==> src/design/akd_pkg.sv <==
`default_nettype none

package akd_pkg;

    // Width of the lone-ESC tick counter.
    localparam int TIMEOUT_WIDTH = 16;
    // Width used when the counter is compared with the programmed timeout.
    localparam int CNT_CMP_W = (TIMEOUT_WIDTH > 16) ? TIMEOUT_WIDTH : 16;

    // Field widths of the channels.
    localparam int KEY_W     = 6;
    localparam int CHAR_W    = 8;
    localparam int CFG_IDX_W = 3;
    localparam int CFG_DAT_W = 16;
    localparam int TICKS_W   = 16;

    typedef logic [KEY_W-1:0]     t_key;
    typedef logic [CHAR_W-1:0]    t_char;
    typedef logic [CFG_IDX_W-1:0] t_cfg_idx;

    // Parser phase.
    typedef enum logic [2:0] {
        PH_IDLE,
        PH_ESC,
        PH_BRACKET,
        PH_DIGIT,
        PH_MOD,
        PH_DIR
    } t_phase;

    // Input word operations.
    localparam logic OP_BYTE = 1'b0;
    localparam logic OP_TICK = 1'b1;

    // Configuration register indexes.
    localparam t_cfg_idx CFG_BACKSPACE = 3'd0;
    localparam t_cfg_idx CFG_DELETE    = 3'd1;
    localparam t_cfg_idx CFG_INTERRUPT = 3'd2;
    localparam t_cfg_idx CFG_END_INPUT = 3'd3;
    localparam t_cfg_idx CFG_END_LINE  = 3'd4;
    localparam t_cfg_idx CFG_TIMEOUT   = 3'd5;

    // Key codes.
    localparam t_key K_PLAIN      = 6'd0;
    localparam t_key K_ESC        = 6'd1;
    localparam t_key K_END        = 6'd2;
    localparam t_key K_HOME       = 6'd3;
    localparam t_key K_INS        = 6'd4;
    localparam t_key K_DEL        = 6'd5;
    localparam t_key K_PGUP       = 6'd6;
    localparam t_key K_PGDN       = 6'd7;
    localparam t_key K_UP         = 6'd8;
    localparam t_key K_SHIFTTAB   = 6'd12;
    localparam t_key K_CTRL_BASE  = 6'd13;
    localparam t_key K_SHIFT_BASE = 6'd19;
    localparam t_key K_CS_BASE    = 6'd25;
    localparam t_key K_BACK       = 6'd31;
    localparam t_key K_INTR       = 6'd32;
    localparam t_key K_EOI        = 6'd33;
    localparam t_key K_ENTER      = 6'd34;
    localparam t_key K_LAST       = K_ENTER;

    // Characters of the escape sequences.
    localparam t_char CH_ESC     = 8'h1B;
    localparam t_char CH_BRACKET = 8'h5B;
    localparam t_char CH_TILDE   = 8'h7E;
    localparam t_char CH_SEMI    = 8'h3B;
    localparam t_char CH_ZERO    = 8'h30;
    localparam t_char CH_ONE     = 8'h31;
    localparam t_char CH_TWO     = 8'h32;
    localparam t_char CH_THREE   = 8'h33;
    localparam t_char CH_FIVE    = 8'h35;
    localparam t_char CH_SIX     = 8'h36;
    localparam t_char CH_NINE    = 8'h39;
    localparam t_char CH_Z       = 8'h5A;

    // Reset values of the configuration registers.
    localparam t_char               RST_BACKSPACE = 8'd8;
    localparam t_char               RST_DELETE    = 8'd127;
    localparam t_char               RST_INTERRUPT = 8'd3;
    localparam t_char               RST_END_INPUT = 8'd4;
    localparam t_char               RST_END_LINE  = 8'd13;
    localparam logic [TICKS_W-1:0]  RST_TIMEOUT   = 16'd100;

    // Direction letter decode: up, down, right, left, home, end.
    typedef struct packed {
        logic       hit;
        logic [2:0] idx;
    } t_dir;

    function automatic t_dir dir_decode(input t_char b);
        t_dir d;
        d.hit = 1'b1;
        d.idx = 3'd0;
        case (b)
            8'h41: d.idx = 3'd0;
            8'h42: d.idx = 3'd1;
            8'h43: d.idx = 3'd2;
            8'h44: d.idx = 3'd3;
            8'h48: d.idx = 3'd4;
            8'h46: d.idx = 3'd5;
            default: d.hit = 1'b0;
        endcase
        return d;
    endfunction

    // Unmodified key for a direction index.
    function automatic t_key plain_dir(input logic [2:0] idx);
        t_key k;
        case (idx)
            3'd4:    k = K_HOME;
            3'd5:    k = K_END;
            default: k = K_UP + t_key'(idx);
        endcase
        return k;
    endfunction

endpackage

`default_nettype wire

==> src/design/akd_if.sv <==
`default_nettype none

// Input channel: one byte or one tick per word.
interface akd_in_if
    import akd_pkg::*;
();
    logic        valid;
    logic        ready;
    logic        operation;
    t_char       data_byte;

    modport source (output valid, output operation, output data_byte, input ready);
    modport sink   (input valid, input operation, input data_byte, output ready);
endinterface

// Result channel: one decoded key per word.
interface akd_out_if
    import akd_pkg::*;
();
    logic        valid;
    logic        ready;
    t_key        key_code;
    t_char       char_value;

    modport source (output valid, output key_code, output char_value, input ready);
    modport sink   (input valid, input key_code, input char_value, output ready);
endinterface

// Configuration write channel.
interface akd_cfg_if
    import akd_pkg::*;
();
    logic                 valid;
    logic                 ready;
    t_cfg_idx             index;
    logic [CFG_DAT_W-1:0] data;

    modport source (output valid, output index, output data, input ready);
    modport sink   (input valid, input index, input data, output ready);
endinterface

`default_nettype wire

==> src/design/ansi_escape_key_decoder_core.sv <==
// ANSI / VT100 terminal key decoder.
// i_in carries one word per terminal event: operation 0 is a received byte in
// data_byte, operation 1 is one time tick. o_out carries decoded keys as
// key_code and char_value (the character itself for plain keys, else zero).
// i_cfg writes the five control codes and the lone-ESC timeout by index; it
// is always ready and is meant to be written only while the decoder is idle.
// Each input word is decoded in the cycle it is accepted: the parser state
// and the result register update at that edge, so a key appears on o_out in the
// cycle after the word that completes it. Words that only advance a sequence
// produce no key. One word per cycle is taken as long as the result register
// is empty or is being drained in the same cycle; the single result register
// sets that figure. When the receiver stalls with a key pending, i_in.ready
// drops until the key is taken.
// Reset (synchronous, active low) returns the parser to idle, clears the
// tick counter and the held digit and modifier, empties the result register
// and restores the configuration defaults.
`default_nettype none

module ansi_escape_key_decoder_core
    import akd_pkg::*;
(
    input  wire          i_clk,
    input  wire          i_rst_n,
    akd_in_if.sink       i_in,
    akd_out_if.source    o_out,
    akd_cfg_if.sink      i_cfg
);

    // Configuration registers.
    t_char               r_back_code;
    t_char               r_del_code;
    t_char               r_intr_code;
    t_char               r_eoi_code;
    t_char               r_enter_code;
    logic [TICKS_W-1:0]  r_timeout;

    // Parser state.
    t_phase                   r_phase,  n_phase;
    t_char                    r_digit,  n_digit;
    t_char                    r_mod,    n_mod;
    logic [TIMEOUT_WIDTH-1:0] r_count,  n_count;

    // Result register.
    logic  r_out_valid;
    t_key  r_key;
    t_char r_char;

    // Decoder outputs for the current word.
    logic  res_valid;
    t_key  res_key;
    t_char res_char;

    logic                     in_ready;
    logic                     in_accept;
    logic [TIMEOUT_WIDTH-1:0] count_inc;
    t_dir                     dir;

    assign in_ready    = !r_out_valid || o_out.ready;
    assign in_accept   = i_in.valid && in_ready;
    assign i_in.ready  = in_ready;
    assign i_cfg.ready = 1'b1;

    assign o_out.valid      = r_out_valid;
    assign o_out.key_code   = r_key;
    assign o_out.char_value = r_char;

    // Configuration writes.
    always_ff @(posedge i_clk) begin
        if (!i_rst_n) begin
            r_back_code  <= RST_BACKSPACE;
            r_del_code   <= RST_DELETE;
            r_intr_code  <= RST_INTERRUPT;
            r_eoi_code   <= RST_END_INPUT;
            r_enter_code <= RST_END_LINE;
            r_timeout    <= RST_TIMEOUT;
        end else if (i_cfg.valid) begin
            case (i_cfg.index)
                CFG_BACKSPACE: r_back_code  <= i_cfg.data[CHAR_W-1:0];
                CFG_DELETE:    r_del_code   <= i_cfg.data[CHAR_W-1:0];
                CFG_INTERRUPT: r_intr_code  <= i_cfg.data[CHAR_W-1:0];
                CFG_END_INPUT: r_eoi_code   <= i_cfg.data[CHAR_W-1:0];
                CFG_END_LINE:  r_enter_code <= i_cfg.data[CHAR_W-1:0];
                CFG_TIMEOUT:   r_timeout    <= i_cfg.data[TICKS_W-1:0];
                default: ;
            endcase
        end
    end

    // Saturating tick count and direction letter decode.
    assign count_inc = (r_count == '1) ? r_count : r_count + TIMEOUT_WIDTH'(1);
    assign dir       = dir_decode(i_in.data_byte);

    // Next parser state and the key produced by the accepted word.
    always_comb begin
        n_phase   = r_phase;
        n_digit   = r_digit;
        n_mod     = r_mod;
        n_count   = r_count;
        res_valid = 1'b0;
        res_key   = K_PLAIN;
        res_char  = '0;

        if (in_accept) begin
            if (i_in.operation == OP_TICK) begin
                if (r_phase == PH_ESC) begin
                    n_count = count_inc;
                    if (CNT_CMP_W'(count_inc) >= CNT_CMP_W'(r_timeout)) begin
                        res_valid = 1'b1;
                        res_key   = K_ESC;
                    end
                end
            end else begin
                // Any key ends the sequence; the cases below override this.
                res_valid = 1'b1;
                res_key   = K_PLAIN;
                res_char  = CH_ESC;
                case (r_phase)
                    PH_ESC: begin
                        if (i_in.data_byte == CH_BRACKET) begin
                            res_valid = 1'b0;
                            n_phase   = PH_BRACKET;
                        end
                    end
                    PH_BRACKET: begin
                        if (i_in.data_byte >= CH_ZERO && i_in.data_byte <= CH_NINE) begin
                            res_valid = 1'b0;
                            n_digit   = i_in.data_byte;
                            n_phase   = PH_DIGIT;
                        end else if (i_in.data_byte == CH_Z) begin
                            res_key  = K_SHIFTTAB;
                            res_char = '0;
                        end else if (dir.hit) begin
                            res_key  = plain_dir(dir.idx);
                            res_char = '0;
                        end
                    end
                    PH_DIGIT: begin
                        if (i_in.data_byte == CH_TILDE) begin
                            res_char = '0;
                            case (r_digit)
                                CH_ZERO:  res_key = K_END;
                                CH_ONE:   res_key = K_HOME;
                                CH_TWO:   res_key = K_INS;
                                CH_THREE: res_key = K_DEL;
                                CH_FIVE:  res_key = K_PGUP;
                                CH_SIX:   res_key = K_PGDN;
                                default: begin
                                    res_key  = K_PLAIN;
                                    res_char = CH_ESC;
                                end
                            endcase
                        end else if (i_in.data_byte == CH_SEMI) begin
                            if (r_digit == CH_ONE) begin
                                res_valid = 1'b0;
                                n_phase   = PH_MOD;
                            end else begin
                                res_key  = K_ESC;
                                res_char = '0;
                            end
                        end
                    end
                    PH_MOD: begin
                        res_valid = 1'b0;
                        n_mod     = i_in.data_byte;
                        n_phase   = PH_DIR;
                    end
                    PH_DIR: begin
                        if (dir.hit) begin
                            res_char = '0;
                            if (r_mod == CH_FIVE) begin
                                res_key = K_CTRL_BASE + t_key'(dir.idx);
                            end else if (r_mod == CH_TWO) begin
                                res_key = K_SHIFT_BASE + t_key'(dir.idx);
                            end else if (r_mod == CH_SIX) begin
                                res_key = K_CS_BASE + t_key'(dir.idx);
                            end else begin
                                res_key = plain_dir(dir.idx);
                            end
                        end
                    end
                    default: begin
                        // Idle: ESC opens a sequence, else control codes in priority order.
                        res_char = '0;
                        if (i_in.data_byte == CH_ESC) begin
                            res_valid = 1'b0;
                            n_phase   = PH_ESC;
                            n_count   = '0;
                        end else if (i_in.data_byte == r_back_code) begin
                            res_key = K_BACK;
                        end else if (i_in.data_byte == r_del_code) begin
                            res_key = K_DEL;
                        end else if (i_in.data_byte == r_intr_code) begin
                            res_key = K_INTR;
                        end else if (i_in.data_byte == r_eoi_code) begin
                            res_key = K_EOI;
                        end else if (i_in.data_byte == r_enter_code) begin
                            res_key = K_ENTER;
                        end else begin
                            res_key  = K_PLAIN;
                            res_char = i_in.data_byte;
                        end
                    end
                endcase
            end
            if (res_valid) begin
                n_phase = PH_IDLE;
            end
        end
    end

    // Parser state registers.
    always_ff @(posedge i_clk) begin
        if (!i_rst_n) begin
            r_phase <= PH_IDLE;
            r_digit <= '0;
            r_mod   <= '0;
            r_count <= '0;
        end else begin
            r_phase <= n_phase;
            r_digit <= n_digit;
            r_mod   <= n_mod;
            r_count <= n_count;
        end
    end

    // Result register: loads a new key, or empties when the key is taken.
    always_ff @(posedge i_clk) begin
        if (!i_rst_n) begin
            r_out_valid <= 1'b0;
        end else if (res_valid) begin
            r_out_valid <= 1'b1;
        end else if (o_out.ready) begin
            r_out_valid <= 1'b0;
        end
    end

    always_ff @(posedge i_clk) begin
        if (res_valid) begin
            r_key  <= res_key;
            r_char <= res_char;
        end
    end

endmodule

`default_nettype wire

==> src/flat_wrapper.sv <==
// flat-port wrapper written by rule: the top's interface ports become plain ports
module ansi_escape_key_decoder_core_flat import akd_pkg::*;
  (i_clk, i_rst_n, i_in_valid, i_in_operation, i_in_data_byte, i_in_ready, o_out_valid, o_out_key_code, o_out_char_value, o_out_ready, i_cfg_valid, i_cfg_index, i_cfg_data, i_cfg_ready);
  akd_in_if i_in_i ();
  akd_out_if o_out_i ();
  akd_cfg_if i_cfg_i ();
  input  wire i_clk;
  input  wire i_rst_n;
  input wire logic [$bits(i_in_i.valid)-1:0] i_in_valid;
  input wire logic [$bits(i_in_i.operation)-1:0] i_in_operation;
  input wire logic [$bits(i_in_i.data_byte)-1:0] i_in_data_byte;
  output wire logic [$bits(i_in_i.ready)-1:0] i_in_ready;
  output wire logic [$bits(o_out_i.valid)-1:0] o_out_valid;
  output wire logic [$bits(o_out_i.key_code)-1:0] o_out_key_code;
  output wire logic [$bits(o_out_i.char_value)-1:0] o_out_char_value;
  input wire logic [$bits(o_out_i.ready)-1:0] o_out_ready;
  input wire logic [$bits(i_cfg_i.valid)-1:0] i_cfg_valid;
  input wire logic [$bits(i_cfg_i.index)-1:0] i_cfg_index;
  input wire logic [$bits(i_cfg_i.data)-1:0] i_cfg_data;
  output wire logic [$bits(i_cfg_i.ready)-1:0] i_cfg_ready;
  assign i_in_i.valid = i_in_valid;
  assign i_in_i.operation = i_in_operation;
  assign i_in_i.data_byte = i_in_data_byte;
  assign i_in_ready = i_in_i.ready;
  assign o_out_valid = o_out_i.valid;
  assign o_out_key_code = o_out_i.key_code;
  assign o_out_char_value = o_out_i.char_value;
  assign o_out_i.ready = o_out_ready;
  assign i_cfg_i.valid = i_cfg_valid;
  assign i_cfg_i.index = i_cfg_index;
  assign i_cfg_i.data = i_cfg_data;
  assign i_cfg_ready = i_cfg_i.ready;
  ansi_escape_key_decoder_core u_core (.i_clk(i_clk), .i_rst_n(i_rst_n), .i_in(i_in_i), .o_out(o_out_i), .i_cfg(i_cfg_i));
endmodule
==> config.mk <==
export PLATFORM = sky130hd
export DESIGN_NAME = ansi_escape_key_decoder_core_flat
export DESIGN_NICKNAME = d
export VERILOG_FILES = /design/src/design/akd_pkg.sv /design/src/design/akd_if.sv /design/src/design/ansi_escape_key_decoder_core.sv /design/src/flat_wrapper.sv
export SDC_FILE = /design/constraint.sdc
export NUM_CORES = 1
export LEC_CHECK = 0
export ABC_AREA = 1
export BUFFER_PORTS_ARGS = -buffer_cell sky130_fd_sc_hd__buf_2
export CORE_ASPECT_RATIO = 0.75
export CORE_MARGIN = 2
export CORE_UTILIZATION = 50
export DETAILED_ROUTE_END_ITERATION = 7
export GPL_ROUTABILITY_DRIVEN = 0
export HOLD_SLACK_MARGIN = 0.03
export PLACE_DENSITY = 0.8
export SYNTH_ARGS = -nofsm -noshare
export SYNTH_HDL_FRONTEND = slang
export SYNTH_SLANG_ARGS = --single-unit
==> constraint.sdc <==
create_clock -name i_clk -period 5.5 [get_ports i_clk]
set_input_delay 1.375 -clock i_clk [delete_from_list [all_inputs] [get_ports i_clk]]
set_output_delay 1.375 -clock i_clk [all_outputs]
set_load 0.1 [all_outputs]
[After elaboration in Yosys (flattened, before gate mapping)]
Index checks and enable logic that the tools add are counted.
Storage, ports and cells
  bits in registers: 106
  input port bits: 33
  output and inout bits: 17
  word-level logic and storage cells: 159
Operators by class
  add/sub/neg operators: 5
  order comparisons: 3
  equality and inequality tests: 47
  muxes and demuxes: 66
  bitwise logic cells: 2
  reduce and logical (&&, ||, !) cells: 23
Operators by type and width (number)
  $mux 6: 17
  $eq 8x6->1 const B: 10
  $mux 16: 5
  $mux 8: 10
  $eq 8x7->1 const B: 9
  $eq 8x8->1: 5
  $pmux 8 s4: 1
  $pmux 3 s5: 2
  $mux 3: 8
  $pmux 6 s4: 1
  $eq 3x3->1 const B: 6
  $pmux 3 s6: 1
  $add 16x1->16 const B: 1
  $eq 16x16->1 const B: 1
  $ge 16x16->1: 1
  $mux 1: 16
  $mux 5: 3
  $add 5x3->6 const A: 2
  $eq 3x2->1 const B: 4
  $pmux 6 s2: 1
  $reduce_and 2->1: 6
  $reduce_or 6->1: 2
  $add 4x3->5 const A: 2
  $ne 3x1->1 const B: 3
  19 further kinds: 29

[Logic depth before layout (Yosys ltp)]
  word-level depth: 10
  depth in mapped cells: 23
  depth with buffers taken out: 23

[Worst setup path after synthesis]
OpenSTA, ideal clock, no wires.
  kind: input-to-output
  start point: input port o_out_ready
  end point: output port i_in_ready
  arrival: 2.064 ns
  required time: 4.125 ns
  slack: 2.061 ns
  stages on the path: 2
  buffers on the path: 0
  path through: inv_1 -> nand2_1
Between the ends
  word-level cells in the longest chain between the ends: 1
RTL lines
  start: declaration: RTL line flat_wrapper.sv:16  | input wire logic [$bits(o_out_i.ready)-1:0] o_out_ready;
  $logic_or 1x1->1: RTL line ansi_escape_key_decoder_core.sv:58  | assign in_ready = !r_out_valid || o_out.ready;
  end: declaration: RTL line flat_wrapper.sv:12  | output wire logic [$bits(i_in_i.ready)-1:0] i_in_ready;
No other way between the ends.

[Final worst setup path]
  start point: register u_core.r_count[1]
  end point: register u_core.r_char[1] (netlist: u_core.o_out.char_value[1]) (enable)
Between the ends
  word-level cells in the longest chain between the ends: 8
  elaborated cells on any way between the ends: 9
  classes of those cells: 1 x add/sub; 1 x order compare; 1 x eq/ne; 6 x mux
RTL lines
  start: declaration: RTL line ansi_escape_key_decoder_core.sv:41  | logic [TIMEOUT_WIDTH-1:0] r_count, n_count;
  start signal: assignment: RTL line ansi_escape_key_decoder_core.sv:222  | r_count <= n_count;
  $add 16x1->16 or $eq 16x16->1 (tied branches): RTL line ansi_escape_key_decoder_core.sv:90  | assign count_inc = (r_count == '1) ? r_count : r_count + TIMEOUT_WIDTH'(1);
  $mux 16 *: RTL line ansi_escape_key_decoder_core.sv:90
  $ge 16x16->1 *: RTL line ansi_escape_key_decoder_core.sv:107  | if (CNT_CMP_W'(count_inc) >= CNT_CMP_W'(r_timeout)) begin
  $mux 1 *: RTL line ansi_escape_key_decoder_core.sv:107
  $mux 1 *: RTL line ansi_escape_key_decoder_core.sv:105  | if (r_phase == PH_ESC) begin
  $mux 1 *: RTL line ansi_escape_key_decoder_core.sv:104  | if (i_in.operation == OP_TICK) begin
  $mux 1 * (2 in series): RTL line ansi_escape_key_decoder_core.sv:103  | if (in_accept) begin
  net u_core.res_valid: RTL line ansi_escape_key_decoder_core.sv:49  | logic res_valid;
  end signal: assignment: RTL line ansi_escape_key_decoder_core.sv:240  | r_char <= res_char;
  end: declaration: RTL line ansi_escape_key_decoder_core.sv:46  | t_char r_char;
Mark *: on every way through the listed nets, which the timed path passes. The rest lies on a longest branch. The select of a mux whose other input is x is not followed.
A chain may end at the register's enable or synchronous reset.

==> run summary <==
outcome: completed
Slew headroom: 0.446
ys flop type: dfxtp_1
GRT Total Usage: 0.231
DIE AREA: 0.0134 mm²
Setup violations, final: 0
Filler cells: 1,167
CTS clk-pin slew, worst paths: 70 ps
count of different cell masters after synthesis: 43
fin. max-slew vios: 0
Worst Clk Skew: 6.94 ps
warning count from the yosys run: 0
DIE WIDTH: 133 µm
CTS Buffer Depth: 2
Syn Nets: 953
Simple-Gate Fraction of Synth Area: 0.316
Die Span Y: 101 µm
dpl cell area: 0.00657 mm²
wire per inst: 13.4 µm
Core ar.: 0.0123 mm²
htree depth: 3
postcts setup bufs: 0
WL final: 14,800 µm
TritonCTS clock tree: done
DR pass1 iterations: 5
final antenna-violating net count: 0
Setup CP Type: register to register
P_leak: 0.00310 µW
pwr dens: 239 mW/mm²
largest family of logic cells by synthesized area: simple AND/OR/NAND/NOR gates
IO Port Bufs: 48
hold_buf cts: 0
vias in the first global route: 5,173
compound-cell area share of the yosys netlist: 0.123
final hold vios: 0
proportion of layout cells with a drive suffix above 1: 0.131
largest net degree at the start of global routing: 71
peak supply drop: 0.174 mV
MaxCap Viol Count: 0
Post-Synth XOR/XNOR Area: 0.0616
Syn-to-layout area delta: 9.72%
worst-margin pin slew: 830 ps
initial DRC count: 458
Final Util: 0.560
RSZ-0062 raised after global routing: no
hpwl dp: 10,900 µm
CTS Sinks: 106
Mapped Area: 0.00625 mm²
DR vias/cell: 5.24
critical path launch point type: register
CTS Buf Count: 9
first-pass GRT wire length: 24,900 µm
proportion of synthesized area in mux cells: 0
Initial Util: 0.510
Final nets: 988
num ports: 50
critical path required time: 5490 ps
non-filler instance count after layout: 1,104
final design instance area without fill: 0.00686 mm²
Max FO, Critical Path: 14
crit share post-route: 0.624
Worst-Skew Late Latency: 350 ps
Avg Cell Area, Syn: 6.96 µm²
gr ovfl total: 0
antenna violations before repair: 0
ANT cells: 0
clock root buffer: clkbuf_16
cells after synthesis: 898
FP Rows: 35
CP Capture Type: register
fin crit period: 3430 ps
placed cell count: 1,088
Seq/Total Area, Yosys: 0.362
setup_tns: 0 ps
DR vias: 5,788
fraction of registers with async set/reset: 0
EDFF count, synth: 14
Yosys reg bits: 106
PostCTS Resize Cnt: 0
max frequency: 0.291 GHz
Hold Path Class: register to register
adder-cell share of the synthesized area: 0.0440
Post-route DRC: 0
Crit path arrival time: 3420 ps
==> power by group <==
group          leakage (µW)  internal [µW]  switching, µW
clock              0.000139            352            295
combinational       0.00208           49.0            134
sequential         0.000877            803           11.0
==> worst max-delay path: stages, from the launching register on <==
cell and delay [ps]:
dfxtp_1 360, ha_1 190, inv_1 80, nor2_2 160
nand3_1 150, nor2_2 210, nand4_2 170, nand2_1 110
xnor2_1 100, ha_1 300, nand2_1 40, inv_1 60
nand3_1 70, nor2_1 140, nand3_1 80, nand3_1 170
nand2_1 110, nand2_1 80, nand2_1 70, inv_1 430
==> layer usage <==
| layer | track usage | routed length, µm | vias up |
|---|---|---|---|
| li1 | - | - | 2955 |
| met1 | 0.325 | 7030 | 2579 |
| met2 | 0.354 | 6170 | 230 |
| met3 | 0.0568 | 1280 | 24 |
| met4 | 0.0679 | 304 | 0 |
| met5 | 0 | 0 | - |
==> path summary, 6_finish.rpt <==
path	end	slack [ps]	from	cells after the start
setup / recovery	u_core.o_out.char_value[1]$_SDFFCE_PP0P_	2070	u_core.r_count[1]$_SDFFE_PN0P_	19
hold / removal	u_core.r_digit[6]$_SDFFE_PN0P_	440	u_core.r_digit[6]$_SDFFE_PN0P_	2
setup reg to reg	u_core.o_out.char_value[1]$_SDFFCE_PP0P_	2070	u_core.r_count[1]$_SDFFE_PN0P_	19
hold reg to reg	u_core.r_digit[6]$_SDFFE_PN0P_	440	u_core.r_digit[6]$_SDFFE_PN0P_	2
==> registers in the layout, indices dropped and copies added, names as in the netlist <==
name and count:
u_core.r_mod 8, u_core.r_count 16, u_core.r_intr_code 8, u_core.r_back_code 8, u_core.r_digit 8, u_core.r_del_code 8, u_core.r_timeout 16, u_core.o_out.char_value 8
u_core.o_out.key_code 6, u_core.r_enter_code 8, u_core.r_eoi_code 8, u_core.r_phase 3, u_core.o_out.valid 1
==> cell usage in the layout (no fill, tap or decap), drive strengths merged <==
| cell type | instances |
|---|---|
| a31oi | 1 |
| o2111ai | 2 |
| clkinv | 7 |
| a21o | 1 |
| xnor2 | 29 |
| dfxtp | 92 |
| a211oi | 1 |
| nand3b | 2 |
| o21ai | 62 |
| nand2 | 221 |
| buf | 49 |
| edfxtp | 14 |
| conb | 1 |
| inv | 112 |
| nand4 | 15 |
| nor2 | 130 |
| o211ai | 6 |
| clkinvlp | 2 |
| nand3 | 57 |
| clkbuf | 9 |
| o21a | 3 |
| xor2 | 15 |
| a21oi | 65 |
| or2 | 2 |
| nor3 | 16 |
| ha | 22 |
| bufinv | 1 |
| nor4 | 1 |
==> layout make-up <==
| type | instances | area, µm² | share of cell area |
|---|---|---|---|
| clock inverters | 7 | 67.6 | 0.00985 |
| repair buffers | 49 | 248 | 0.0361 |
| well taps | 166 | 208 | 0.0303 |
| flip-flops and latches | 106 | 2260 | 0.330 |
| clock buffers | 9 | 225 | 0.0328 |
| inverters | 115 | 437 | 0.0636 |
| multi-input cells | 652 | 3410 | 0.498 |
==> through the flow <==
| stage | total power, µW | hold WS [ps] | worst slack [ps] |
|---|---|---|---|
| detailed placement | 1010 | 433 | 1990 |
| CTS | 1650 | 444 | 2100 |
| global route | 1700 | 488 | 1730 |
| finish | 1640 | 443 | 2070 |
| global placement | 1010 | 428 | 2070 |
| floorplan | 969 | 418 | 2060 |
==> cells by family after synthesis <==
logic type                 after synthesis
AOI/OAI and AO/OA                      141
xor gates and xnor gates                44
adders and majority gates               22
buffers and inverters                  140
DFF                                    106
other                                    1
and+or+nand+nor                        444
==> cells in the mapped netlist, types with 2 or more instances <==
cell type	n	area [µm²]
o21a_1	3	22.5
nand2_2	7	43.8
nor2_2	10	62.6
o21ai_1	9	45.0
o21ai_0	50	250
dfxtp_1	92	1840
nor3_2	7	70.1
nor2_1	117	439
xor2_1	15	131
ha_1	22	275
buf_2	4	20.0
o21ai_2	3	26.3
nor3_4	2	32.5
nand3_2	4	40.0
nand4_1	14	87.6
buf_6	2	22.5
clkinv_1	3	11.3
a21oi_1	64	320
buf_4	7	52.6
nor3_1	7	35.0
nand2_1	212	796
nand2_4	2	22.5
o2111ai_1	2	17.5
clkbuf_1	12	45.0
inv_2	16	60.1
xnor2_1	29	254
nor2_4	3	33.8
edfxtp_1	14	420
o211ai_1	6	45.0
nand3_1	53	265
inv_1	95	357
(Power assumes the default switching activity.)
